## src/rtl/ddo_pkg.sv

```systemverilog
// Shared constants, types and helpers for the differential drive odometry block.
package ddo_pkg;

    // CORDIC iterations
    localparam int CORDIC_STEPS = 24;
    localparam int CORDIC_CNT_W = $clog2(CORDIC_STEPS + 1);

    // serial multiplier sizing
    localparam int MUL_A_W   = 65;
    localparam int MUL_B_W   = 34;
    localparam int MUL_LEN_W = 6;

    // configuration register indexes
    localparam logic [1:0] REG_LEFT_MPT  = 2'd0;
    localparam logic [1:0] REG_RIGHT_MPT = 2'd1;
    localparam logic [1:0] REG_INV_TRACK = 2'd2;

    // turns per radian, Q0.32
    localparam logic [29:0] TURN_PER_RAD_Q32 = 30'd683565276;
    // CORDIC start vector, Q1.30
    localparam logic signed [33:0] CORDIC_GAIN_INV_Q30 = 34'sd652032874;

    typedef struct packed {
        logic                 start;
        logic                 b_signed;
        logic [MUL_LEN_W-1:0] len;
    } mul_req_t;

    // arctangent of 2^-i in binary angle units
    function automatic logic signed [31:0] atan_lut(input logic [4:0] i);
        logic signed [31:0] v;
        case (i)
            5'd0:  v = 32'sd536870912;
            5'd1:  v = 32'sd316933406;
            5'd2:  v = 32'sd167458907;
            5'd3:  v = 32'sd85004756;
            5'd4:  v = 32'sd42667331;
            5'd5:  v = 32'sd21354465;
            5'd6:  v = 32'sd10679838;
            5'd7:  v = 32'sd5340245;
            5'd8:  v = 32'sd2670163;
            5'd9:  v = 32'sd1335087;
            5'd10: v = 32'sd667544;
            5'd11: v = 32'sd333772;
            5'd12: v = 32'sd166886;
            5'd13: v = 32'sd83443;
            5'd14: v = 32'sd41722;
            5'd15: v = 32'sd20861;
            5'd16: v = 32'sd10430;
            5'd17: v = 32'sd5215;
            5'd18: v = 32'sd2608;
            5'd19: v = 32'sd1304;
            5'd20: v = 32'sd652;
            5'd21: v = 32'sd326;
            5'd22: v = 32'sd163;
            5'd23: v = 32'sd81;
            5'd24: v = 32'sd41;
            5'd25: v = 32'sd20;
            5'd26: v = 32'sd10;
            5'd27: v = 32'sd5;
            5'd28: v = 32'sd3;
            5'd29: v = 32'sd1;
            5'd30: v = 32'sd1;
            default: v = 32'sd0;
        endcase
        return v;
    endfunction

    // round a Q.46 product to Q16.16 and add to a position with saturation
    function automatic logic [31:0] sat_add(input logic [31:0] base,
                                            input logic [MUL_A_W-1:0] p);
        logic signed [MUL_A_W-1:0] r;
        logic signed [36:0]        s;
        logic [31:0]               o;
        r = ($signed(p) + $signed(MUL_A_W'(1) << 29)) >>> 30;
        s = $signed({{5{base[31]}}, base}) + $signed(r[36:0]);
        if (s > 37'sd2147483647) begin
            o = 32'h7FFF_FFFF;
        end else if (s < -37'sd2147483648) begin
            o = 32'h8000_0000;
        end else begin
            o = s[31:0];
        end
        return o;
    endfunction

endpackage

```

## src/rtl/ddo_serial_mul.sv

```systemverilog
// Bit-serial shift-add multiplier, one multiplier bit per cycle.
module ddo_serial_mul (
    input  logic                          aclk,
    input  logic                          aresetn,
    input  ddo_pkg::mul_req_t             req,
    input  logic [ddo_pkg::MUL_A_W-1:0]   a_in,
    input  logic [ddo_pkg::MUL_B_W-1:0]   b_in,
    output logic                          done,
    output logic [ddo_pkg::MUL_A_W-1:0]   prod
);

    logic [ddo_pkg::MUL_A_W-1:0]   acc_reg, acc_next;
    logic [ddo_pkg::MUL_A_W-1:0]   a_reg;
    logic [ddo_pkg::MUL_B_W-1:0]   b_reg;
    logic [ddo_pkg::MUL_LEN_W-1:0] cnt_reg, len_reg;
    logic                          sgn_reg;
    logic                          busy_reg;
    logic                          done_reg;
    logic                          last;

    assign last = (cnt_reg == len_reg - ddo_pkg::MUL_LEN_W'(1));

    // add or, on a signed top bit, subtract the shifted multiplicand
    always_comb begin
        acc_next = acc_reg;
        if (b_reg[0]) begin
            if (last && sgn_reg) begin
                acc_next = acc_reg - a_reg;
            end else begin
                acc_next = acc_reg + a_reg;
            end
        end
    end

    // control
    always_ff @(posedge aclk) begin
        if (!aresetn) begin
            busy_reg <= 1'b0;
            done_reg <= 1'b0;
            cnt_reg  <= '0;
        end else begin
            done_reg <= 1'b0;
            if (req.start) begin
                busy_reg <= 1'b1;
                cnt_reg  <= '0;
            end else if (busy_reg) begin
                cnt_reg <= cnt_reg + ddo_pkg::MUL_LEN_W'(1);
                if (last) begin
                    busy_reg <= 1'b0;
                    done_reg <= 1'b1;
                end
            end
        end
    end

    // datapath
    always_ff @(posedge aclk) begin
        if (req.start) begin
            acc_reg <= '0;
            a_reg   <= a_in;
            b_reg   <= b_in;
            len_reg <= req.len;
            sgn_reg <= req.b_signed;
        end else if (busy_reg) begin
            acc_reg <= acc_next;
            a_reg   <= a_reg << 1;
            b_reg   <= b_reg >> 1;
        end
    end

    assign done = done_reg;
    assign prod = acc_reg;

endmodule

```

## src/rtl/ddo_cordic.sv

```systemverilog
// Iterative rotation-mode CORDIC, one micro-rotation per cycle.
module ddo_cordic (
    input  logic               aclk,
    input  logic               aresetn,
    input  logic               start,
    input  logic [31:0]        angle,
    output logic               done,
    output logic signed [33:0] cos_q30,
    output logic signed [33:0] sin_q30
);

    localparam int CW = ddo_pkg::CORDIC_CNT_W;

    logic signed [33:0] x_reg, y_reg;
    logic signed [31:0] z_reg;
    logic [1:0]         q_reg;
    logic [CW-1:0]      cnt_reg;
    logic               busy_reg;
    logic               done_reg;
    logic [1:0]         q_start;
    logic [31:0]        r_start;
    logic signed [33:0] dx, dy;
    logic signed [31:0] at;
    logic               last;

    // reduce to the nearest quadrant
    assign q_start = 2'((angle + 32'h2000_0000) >> 30);
    assign r_start = angle - {q_start, 30'd0};

    assign dx   = y_reg >>> cnt_reg;
    assign dy   = x_reg >>> cnt_reg;
    assign at   = ddo_pkg::atan_lut(5'(cnt_reg));
    assign last = (cnt_reg == CW'(ddo_pkg::CORDIC_STEPS - 1));

    // control
    always_ff @(posedge aclk) begin
        if (!aresetn) begin
            busy_reg <= 1'b0;
            done_reg <= 1'b0;
            cnt_reg  <= '0;
        end else begin
            done_reg <= 1'b0;
            if (start) begin
                busy_reg <= 1'b1;
                cnt_reg  <= '0;
            end else if (busy_reg) begin
                cnt_reg <= cnt_reg + CW'(1);
                if (last) begin
                    busy_reg <= 1'b0;
                    done_reg <= 1'b1;
                end
            end
        end
    end

    // rotate toward zero residual angle
    always_ff @(posedge aclk) begin
        if (start) begin
            x_reg <= ddo_pkg::CORDIC_GAIN_INV_Q30;
            y_reg <= '0;
            z_reg <= $signed(r_start);
            q_reg <= q_start;
        end else if (busy_reg) begin
            if (z_reg >= 0) begin
                x_reg <= x_reg - dx;
                y_reg <= y_reg + dy;
                z_reg <= z_reg - at;
            end else begin
                x_reg <= x_reg + dx;
                y_reg <= y_reg - dy;
                z_reg <= z_reg + at;
            end
        end
    end

    // apply the quadrant
    always_comb begin
        case (q_reg)
            2'd0: begin
                cos_q30 = x_reg;
                sin_q30 = y_reg;
            end
            2'd1: begin
                cos_q30 = -y_reg;
                sin_q30 = x_reg;
            end
            2'd2: begin
                cos_q30 = -x_reg;
                sin_q30 = -y_reg;
            end
            default: begin
                cos_q30 = y_reg;
                sin_q30 = -x_reg;
            end
        endcase
    end

    assign done = done_reg;

endmodule

```

## src/rtl/differential_drive_odometry.sv

```systemverilog
// Top level of the differential drive midpoint odometry block.
//
//  channel | dir | handshake            | payload
//  s_      | in  | s_tvalid / s_tready  | s_tdata: left_tick_delta, right_tick_delta
//  m_      | out | m_tvalid / m_tready  | m_tdata: pos_x, pos_y, heading_angle
//  cfg_    | in  | cfg_valid / cfg_ready| cfg_index, cfg_data
//
// Each item runs through four serial products (left, right, difference, turns),
// the CORDIC and two more serial products (x and y), then the output state.
// A new input is accepted only after the output state, so the block does not
// take a new item before it is through with the last one.
// Reset (aresetn low, synchronous) clears the pose and configuration registers to zero.
// s_tready is high only while no item is in work; a finished result waits
// in the output register and the next item may be accepted meanwhile.
module differential_drive_odometry (
    input  logic        aclk,
    input  logic        aresetn,
    input  logic        s_tvalid,
    output logic        s_tready,
    input  logic [31:0] s_tdata,   // [15:0] left_tick_delta, [31:16] right_tick_delta
    output logic        m_tvalid,
    input  logic        m_tready,
    output logic [95:0] m_tdata,   // [31:0] pos_x, [63:32] pos_y, [95:64] heading_angle
    input  logic        cfg_valid,
    output logic        cfg_ready,
    input  logic [1:0]  cfg_index,
    input  logic [23:0] cfg_data
);

    localparam int AW = ddo_pkg::MUL_A_W;
    localparam int BW = ddo_pkg::MUL_B_W;
    localparam int LW = ddo_pkg::MUL_LEN_W;

    localparam logic [3:0] S_IDLE = 4'd0;
    localparam logic [3:0] S_DL   = 4'd1;
    localparam logic [3:0] S_DR   = 4'd2;
    localparam logic [3:0] S_RAD  = 4'd3;
    localparam logic [3:0] S_TURN = 4'd4;
    localparam logic [3:0] S_CORD = 4'd5;
    localparam logic [3:0] S_MX   = 4'd6;
    localparam logic [3:0] S_MY   = 4'd7;
    localparam logic [3:0] S_OUT  = 4'd8;

    logic [3:0]  state_reg, state_next;
    logic [23:0] lmpt_reg, rmpt_reg, idt_reg;
    logic [15:0] tick_r_reg;
    logic [39:0] dl_reg;
    logic [31:0] mean_reg;
    logic [31:0] dth_reg;
    logic [31:0] pose_x_reg, pose_y_reg, pose_h_reg;
    logic [31:0] new_x_reg;
    logic        m_tvalid_reg;
    logic [95:0] m_tdata_reg;

    ddo_pkg::mul_req_t  mreq;
    logic [AW-1:0]      ma;
    logic [BW-1:0]      mb;
    logic               mdone;
    logic [AW-1:0]      mprod;
    logic               cstart;
    logic [31:0]        cangle;
    logic               cdone;
    logic signed [33:0] cos_q30, sin_q30;

    logic signed [40:0] wsum, wdif;
    logic signed [40:0] mean_w;
    logic signed [40:0] diff_w;
    logic               s_acc;

    assign s_tready  = (state_reg == S_IDLE);
    assign s_acc     = s_tvalid && s_tready;
    assign cfg_ready = 1'b1;

    // mean travel and wheel difference, rounded to Q16.16
    assign wsum   = $signed({dl_reg[39], dl_reg}) + $signed({mprod[39], mprod[39:0]});
    assign wdif   = $signed({mprod[39], mprod[39:0]}) - $signed({dl_reg[39], dl_reg});
    assign mean_w = (wsum + 41'sd256) >>> 9;
    assign diff_w = (wdif + 41'sd128) >>> 8;

    assign cangle = pose_h_reg + mprod[64:33];

    // sequence and operand select
    always_comb begin
        state_next = state_reg;
        mreq       = '0;
        ma         = '0;
        mb         = '0;
        cstart     = 1'b0;
        case (state_reg)
            S_IDLE: begin
                if (s_acc) begin
                    mreq.start = 1'b1;
                    mreq.len   = LW'(24);
                    ma         = AW'($signed(s_tdata[15:0]));
                    mb         = BW'(lmpt_reg);
                    state_next = S_DL;
                end
            end
            S_DL: begin
                if (mdone) begin
                    mreq.start = 1'b1;
                    mreq.len   = LW'(24);
                    ma         = AW'($signed(tick_r_reg));
                    mb         = BW'(rmpt_reg);
                    state_next = S_DR;
                end
            end
            S_DR: begin
                if (mdone) begin
                    mreq.start = 1'b1;
                    mreq.len   = LW'(24);
                    ma         = AW'($signed(diff_w[32:0]));
                    mb         = BW'(idt_reg);
                    state_next = S_RAD;
                end
            end
            S_RAD: begin
                if (mdone) begin
                    mreq.start = 1'b1;
                    mreq.len   = LW'(30);
                    ma         = mprod;
                    mb         = BW'(ddo_pkg::TURN_PER_RAD_Q32);
                    state_next = S_TURN;
                end
            end
            S_TURN: begin
                if (mdone) begin
                    cstart     = 1'b1;
                    state_next = S_CORD;
                end
            end
            S_CORD: begin
                if (cdone) begin
                    mreq.start    = 1'b1;
                    mreq.b_signed = 1'b1;
                    mreq.len      = LW'(BW);
                    ma            = AW'($signed(mean_reg));
                    mb            = cos_q30;
                    state_next    = S_MX;
                end
            end
            S_MX: begin
                if (mdone) begin
                    mreq.start    = 1'b1;
                    mreq.b_signed = 1'b1;
                    mreq.len      = LW'(BW);
                    ma            = AW'($signed(mean_reg));
                    mb            = sin_q30;
                    state_next    = S_MY;
                end
            end
            S_MY: begin
                if (mdone) begin
                    state_next = S_OUT;
                end
            end
            S_OUT: begin
                if (!m_tvalid_reg || m_tready) begin
                    state_next = S_IDLE;
                end
            end
            default: state_next = S_IDLE;
        endcase
    end

    ddo_serial_mul u_mul (
        .aclk    (aclk),
        .aresetn (aresetn),
        .req     (mreq),
        .a_in    (ma),
        .b_in    (mb),
        .done    (mdone),
        .prod    (mprod)
    );

    ddo_cordic u_cordic (
        .aclk    (aclk),
        .aresetn (aresetn),
        .start   (cstart),
        .angle   (cangle),
        .done    (cdone),
        .cos_q30 (cos_q30),
        .sin_q30 (sin_q30)
    );

    // control state, registers and pose
    always_ff @(posedge aclk) begin
        if (!aresetn) begin
            state_reg    <= S_IDLE;
            lmpt_reg     <= '0;
            rmpt_reg     <= '0;
            idt_reg      <= '0;
            pose_x_reg   <= '0;
            pose_y_reg   <= '0;
            pose_h_reg   <= '0;
            m_tvalid_reg <= 1'b0;
        end else begin
            state_reg <= state_next;
            if (cfg_valid) begin
                case (cfg_index)
                    ddo_pkg::REG_LEFT_MPT:  lmpt_reg <= cfg_data;
                    ddo_pkg::REG_RIGHT_MPT: rmpt_reg <= cfg_data;
                    ddo_pkg::REG_INV_TRACK: idt_reg  <= cfg_data;
                    default: ;
                endcase
            end
            if (m_tvalid_reg && m_tready) begin
                m_tvalid_reg <= 1'b0;
            end
            if (state_reg == S_OUT && (!m_tvalid_reg || m_tready)) begin
                m_tvalid_reg <= 1'b1;
                pose_x_reg   <= new_x_reg;
                pose_y_reg   <= ddo_pkg::sat_add(pose_y_reg, mprod);
                pose_h_reg   <= pose_h_reg + dth_reg;
            end
        end
    end

    // payload capture
    always_ff @(posedge aclk) begin
        if (s_acc) begin
            tick_r_reg <= s_tdata[31:16];
        end
        if (state_reg == S_DL && mdone) begin
            dl_reg <= mprod[39:0];
        end
        if (state_reg == S_DR && mdone) begin
            mean_reg <= mean_w[31:0];
        end
        if (state_reg == S_TURN && mdone) begin
            dth_reg <= mprod[63:32];
        end
        if (state_reg == S_MX && mdone) begin
            new_x_reg <= ddo_pkg::sat_add(pose_x_reg, mprod);
        end
        if (state_reg == S_OUT && (!m_tvalid_reg || m_tready)) begin
            m_tdata_reg <= {pose_h_reg + dth_reg,
                            ddo_pkg::sat_add(pose_y_reg, mprod),
                            new_x_reg};
        end
    end

    assign m_tvalid = m_tvalid_reg;
    assign m_tdata  = m_tdata_reg;

endmodule
```

## config.mk

```make
export PLATFORM = sky130hd
export DESIGN_NAME = differential_drive_odometry
export DESIGN_NICKNAME = d
export VERILOG_FILES = /design/src/rtl/ddo_pkg.sv /design/src/rtl/ddo_serial_mul.sv /design/src/rtl/ddo_cordic.sv /design/src/rtl/differential_drive_odometry.sv
export SDC_FILE = /design/constraint.sdc
export NUM_CORES = 2
export LEC_CHECK = 0
export BUFFER_PORTS_ARGS = -buffer_cell sky130_fd_sc_hd__clkbuf_2
export CAP_MARGIN = 5
export CELL_PAD_IN_SITES_DETAIL_PLACEMENT = 0
export CELL_PAD_IN_SITES_GLOBAL_PLACEMENT = 2
export CORE_MARGIN = 2
export CORE_UTILIZATION = 40
export DETAILED_ROUTE_END_ITERATION = 10
export PLACE_DENSITY_LB_ADDON = 0.1
export SETUP_SLACK_MARGIN = 0.15
export SLEW_MARGIN = 0
export SYNTH_ARGS = -nofsm -noshare
export SYNTH_HDL_FRONTEND = slang
export SYNTH_SLANG_ARGS = --single-unit
```

## constraint.sdc

```tcl
create_clock -name aclk -period 7.26 [get_ports aclk]
set_input_delay 1.452 -clock aclk [delete_from_list [all_inputs] [get_ports aclk]]
set_output_delay 1.452 -clock aclk [all_outputs]
set_load 0.03 [all_outputs]
```

## Yosys cells after proc, flatten, opt, wreduce, memory -nomap -nowiden

Memories as Yosys holds them, arrays and structs flattened. A register that Yosys moved wholly into a read port is not among the register bits.
Index checks and enable logic that the tools add are counted.

- Input bits: 63
- Output and inout bits: 99
- ROM bits: 960
- Memories kept: 1
- Word-level logic and storage cells: 176
- Register bits after elaboration: 709

- Equal/unequal tests: 23
- Shift-type cells: 2
- $lt $le $gt $ge: 5
- Multiplexer cells: 62
- Reduce and logical (&&, ||, !) cells: 27
- Add/subtract/negate cells: 24
- Bitwise operators: 3

Memories:

| memory | depth | width | rd ports | clocked after Yosys merged registers in | write ports | RTL line | text |
|---|---|---|---|---|---|---|---|
| (name not given) | 32 | 30 | 1 | 1 | 0 | ddo_pkg.sv:32 | `case (i)` |

Operators with widths:

| kind | number |
|---|---|
| 65-bit two-way mux | 9 |
| 65-bit case mux with 6 select lines | 1 |
| 34-bit two-way mux | 6 |
| 34-bit case mux with 3 select lines | 2 |
| 34-bit case mux with 6 select lines | 1 |
| 32-bit two-way mux | 6 |
| 32-bit adder | 3 |
| 32-bit by 35-bit adder with 36-bit output | 2 |
| 36-bit by 32-bit > comparator with 1-bit output, second input constant | 2 |
| 36-bit by 32-bit less-than comparator with 1-bit output, second input constant | 2 |
| 24-bit two-way mux | 3 |
| 34-bit adder | 2 |
| 34-bit negation | 2 |
| 34-bit by 5-bit >>> shifter with 34-bit output | 2 |
| 34-bit subtractor | 2 |
| 65-bit by 31-bit adder with 65-bit output, second input constant | 1 |
| 65-bit adder | 1 |
| 65-bit subtractor | 1 |
| 32-bit subtractor | 2 |
| 40-bit by 40-bit adder with 41-bit output | 1 |
| 41-bit by 10-bit adder with 41-bit output, second input constant | 1 |
| 41-bit by 9-bit adder with 41-bit output, second input constant | 1 |
| 40-bit by 40-bit subtractor with 41-bit output | 1 |
| 4-bit two-way mux | 9 |
| 33 further kinds | 83 |

## Longest topological paths before layout

- Word-level depth: 5
- Depth in mapped cells: 29
- Mapped depth without buffers: 24

## Hierarchy

A second synthesis with hierarchy kept.

- Cells, all modules: 6771
- Area total of the unflattened synthesis: 59512.1 sq um

Modules (own cells, without submodules):

| module | seq. area each (sq um) | area each (sq um) | times used | cells an instance |
|---|---|---|---|---|
| differential_drive_odometry | 10910.5 | 27794.2 | 1 | 2990 |
| ddo_cordic | 3123.0 | 19811.5 | 1 | 2526 |
| ddo_serial_mul | 4644.5 | 11906.4 | 1 | 1255 |

## Worst setup path before layout

OpenSTA, ideal clock, no wires.

- Path kind: register -> register
- From: register u_cordic.cnt_reg[1]
- To: register u_cordic.y_reg[29]
- Stages on the path, launching flop included: 29
- Library setup time: 0.180 ns
- Required time: 7.080 ns
- Period minus slack after synthesis: 5.897 ns
- Data arrival time: 5.717 ns
- Slack: 1.363 ns
- Path buffers: 7
- Path through: dfxtp_1 > buf_6 > buf_6 > buf_6 > buf_2 > buf_1 > buf_2 > mux4_2 > nand2_1 > a41o_1 > a21oi_1 > nor2b_1 > nand4b_1 > nor3_1 > nand3_1 > o21ai_0 > xnor2_1 > ha_1 > clkbuf_1 > a21o_1 > a21oi_1 > nor2_1 > a311oi_1 > o21ai_0 > a311o_1 > a21oi_1 > xnor2_1 > mux2i_1 > nor2_1

- Word-level cells in the longest chain between the ends: 3
- Elaborated cells on any way between the ends: 4
- Those cells by class: add/sub: 2; shift: 1; mux: 1

Ends and longest elaborated chain:

| item | RTL line | text |
|---|---|---|
| start: declaration | ddo_cordic.sv:17 | `logic [CW-1:0] cnt_reg;` |
| start signal: assignment | ddo_cordic.sv:47 | `cnt_reg <= cnt_reg + CW'(1);` |
| 34-bit by 5-bit >>> shifter with 34-bit output * | ddo_cordic.sv:31 | `assign dy = x_reg >>> cnt_reg;` |
| 34-bit subtractor or 34-bit adder (tied branches) | ddo_cordic.sv:70, ddo_cordic.sv:66 |  |
| 34-bit two-way mux * | ddo_cordic.sv:64 | `if (z_reg >= 0) begin` |
| end signal: assignment | ddo_cordic.sv:66 | `y_reg <= y_reg + dy;` |
| end signal: assignment | ddo_cordic.sv:70 | `y_reg <= y_reg - dy;` |
| end: declaration | ddo_cordic.sv:14 | `logic signed [33:0] x_reg, y_reg;` |

Mark *: on every way between the ends. The rest lies on a longest branch, timed or not.
A chain may end at the register's enable or synchronous reset.

## Final worst setup path

- From: register u_cordic.cnt_reg[0]
- To: register u_cordic.y_reg[33]

The elaborated chain is that of the path after synthesis.

==> impl_results.md <==
- VDD IR max: between 0.0002 and 0.00025 V
- Static leakage: 26.3 nW
- Layout Skew: 0.0316 ns
- Total CTS buffers: 93
- Global Route met1 Usage: a little over a third
- Worst r2r path cells: 22
- Critical path arrival: 7.23 ns
- Dpl hpwl: 139000 um
- Core area: approximately 0.14 mm2
- Fraction of layout cells with a size suffix above 1: around 10%
- Reg clk slew, reported paths: 0.06 ns
- Die Y: between 300 and 400 um
- Ratio of total power to cell area: 260 mW/mm2
- PortBufs: 160
- Hold Crit Class: reg -> reg
- Commonest non-fill, non-tap cell in the layout: nand2_1
- Hold Path End: m_tdata[0]
- Mapped Area: 0.0575 mm2
- Synth Instances: 6675
- Synth Net Count: 7214
- Yosys reg bits: 737
- Width of the die: roughly 380 um
- Starting density of the core: 40.2%
- GPL Wtd Cong: 0.926
- GR Overflow Total: 0
- Bufs on Longest Clock Path: 3
- Worst-Margin Slew: around 1.2 ns
- RSZ-0062 raised after global routing: no
- Post-route DRC: 0
- Total power: 16.6 mW
- Antenna violations before repair: 4
- Vias in the first global route: 47622
- Net Sw Frac: 38.5%
- NetSw: 6.38 mW
- Pins Over Slew Limit: 0
- Rows: 139
- Routed len/inst: 21.6 um
- Clock network fraction of total power: 28.2%
- Required @ worst endpoint: between 7 and 8 ns
- Routed WL: ~190000 um
- Peak Freq: 151 MHz
- Critical path peak fanout: 15
- Routed Antenna Nets: 0
- First-pass GRT wire length: 291000 um
- Vias: between 40000 and 50000
- Die area: 0.147 mm2
- Iter 0 DRT Violations: about 3600
- Clock latency on the worst-skew pair: ~0.71 ns
- TritonCTS clock tree: done
- GRT Max-Usage Layer: met2
- Sequential area share after synthesis: 32.4%
- GRT met2 Usage: 40.1%
- Final period utilization: between 90% and 100%
- Critical path class: reg -> reg
- Drt pass-1 iters: 6
- Reg2reg start: u_cordic.cnt_reg[0]
- H-tree depth: 3
- Hold_buf cts: 0
- Number of synthesized flops with an enable pin: 386
- Logic pwr share: 38.5%
- Fin. Hold Viols: 0
- Worst setup SP type: flip-flop
- Async SR Flop Fraction: 0%
- Largest register FFs: 96
- Sequential share of power: 33.3%
- Slew headroom: around a fifth
- FF-to-FF setup slack: 0.64 ns
- Max cap viols: 0
- Total GRT Usage: 25.1%
- Most frequent cells in the layout: 896 x nand2_1, 661 x a21oi_1, 506 x nor2_1
- Outcome: finished clean
- Fin nets: 7269
- Synth cell types: 103
- Fillers: 14261
- WHS: approximately 0.45 ns
- Yosys warning count: 0
- Internal power: 10.2 mW
- Min Tclk post-route: ~6.6 ns
- Hold Path Stages: 0
- Setup violators final: 0
- Non-filler cells, final: about 8700
- Sink Count: 737
- Mean post-synth cell area: 8.62 um2
- Ys flop type: edfxtp_1
- Via density: 5.70
- CP Capture Type: flip-flop
- Largest net degree at the start of global routing: about 110
- Setup TNS Final: 0 ns
- Hold_sp: new_x_reg[0]
- Met3 Use GR: 3.15%
- Reg2reg end: u_cordic.y_reg[33]
- Area Growth Syn to Fin: 10.6%
- # IOs: around 160
- Root buffer cell: clkbuf_16
- Placed Cells: 8536
Yosys cell counts (all sizes together) (37+ instances only):
cell / number / share of area [%]
edfxtp: 386 / 20
nand2: 897 / 5.9
nor2b: 61 / 0.66
nor3: 83 / 0.72
or3: 57 / 0.62
o21bai: 57 / 0.74
clkbuf: 307 / 2.1
nand3: 123 / 1.1
mux2: 42 / 0.84
xor2: 243 / 3.7
ha: 468 / 10
a31oi: 93 / 1.0
and3: 52 / 0.57
inv: 222 / 1.4
o211ai: 52 / 0.68
mux2i: 113 / 2.0
a21o: 197 / 2.6
dfxtp: 351 / 12
o21a: 59 / 0.77
xnor2: 362 / 5.5
nor2: 511 / 3.3
a211oi: 98 / 1.3
a21oi: 661 / 5.8
o31ai: 45 / 0.59
mux4: 83 / 3.3
buf: 77 / 0.84
o21ai: 388 / 3.4
nand2b: 81 / 0.88
nand4: 37 / 0.40
kinds of logic after synthesis:
family	Yosys count	share of synthesized area (%)
flip-flops	737	32.4
adder cells (fa/ha/maj)	476	10.5
AO/OA/AOI/OAI	1951	21.3
buffers and inverters	611	4.45
multiplexers	238	6.11
AND/OR/NAND/NOR	2056	16.1
XOR/XNOR	605	9.22
other	1	0.00652
power groups by stage:
stage | combinational [mW] | sequential [mW] | clock, mW
floorplan | 4.80 | 5.12 | 0
global placement | 6.33 | 5.59 | 0
detailed placement | 6.31 | 5.58 | 0
CTS | 6.35 | 5.50 | 4.81
global route | 7.08 | 5.53 | 4.97
finish | 6.38 | 5.51 | 4.67
worst max-delay path by stage:
stage | to | cells past startpoint | startpoint
floorplan | u_cordic.y_reg[29] | 28 | u_cordic.cnt_reg[1]
global route | u_cordic.y_reg[29] | 22 | u_cordic.cnt_reg[1]
global placement | u_cordic.y_reg[33] | 22 | u_cordic.cnt_reg[1]
CTS | u_cordic.x_reg[32] | 24 | u_cordic.cnt_reg[0]
detailed placement | u_cordic.x_reg[32] | 24 | u_cordic.cnt_reg[0]
finish | u_cordic.y_reg[33] | 22 | u_cordic.cnt_reg[0]
timing repair:
item | 4_1_cts | 5_1_grt
setup buffers | 0 | 2
resized for setup | 0 | 7
setup endpoints to repair | 0 | 7
per-stage QoR:
stage	instance area [um2]	worst slack, ns	util [%]
2_1_floorplan	57500	1.36	-
3_3_place_gp	60500	0.590	42.3
3_5_place_dp	60500	0.476	42.3
4_1_cts	63600	0.445	44.4
5_1_grt	63600	0.210	44.5
6_report	63600	0.638	44.5
worst max-delay path, stage by stage (launching register included):
cell and delay [ns]:
dfxtp_4 0.44, inv_1 0.44, buf_4 0.35, mux2i_1 0.39, mux2_2 0.31, a2bb2oi_1 0.37, nand3_2 0.14, or3b_1 0.44
or3_1 0.45, o21ai_0 0.24, xor2_1 0.20, ha_1 0.30, o21ai_0 0.31, a211oi_1 0.13, nand2_1 0.07, o21ai_0 0.15
a311oi_1 0.58, o21ai_1 0.30, a21oi_1 0.28, o21a_1 0.20, xnor2_2 0.13, a21oi_1 0.09, a31o_1 0.21
routing by layer:
| layer | wire length [um] | vias up |
|---|---|---|
| li1 | - | 24420 |
| met4 | 6160 | 2 |
| met2 | 84400 | 1265 |
| met1 | 88600 | 23702 |
| met5 | 13 | - |
| met3 | 8810 | 283 |
cell type report:
type	instances	area, um2	share of cell area (%)
Timing Repair Buffer	344	2230	3.51
Multi-Input combinational cell	5327	36500	57.3
Antenna cell	2	5.00	0.00786
Clock buffer	128	2600	4.09
Clock inverter	46	453	0.712
Tap cell	1903	2380	3.74
Sequential cell	737	18600	29.3
Inverter	227	870	1.37
Power figures use the tool's default switching activity.
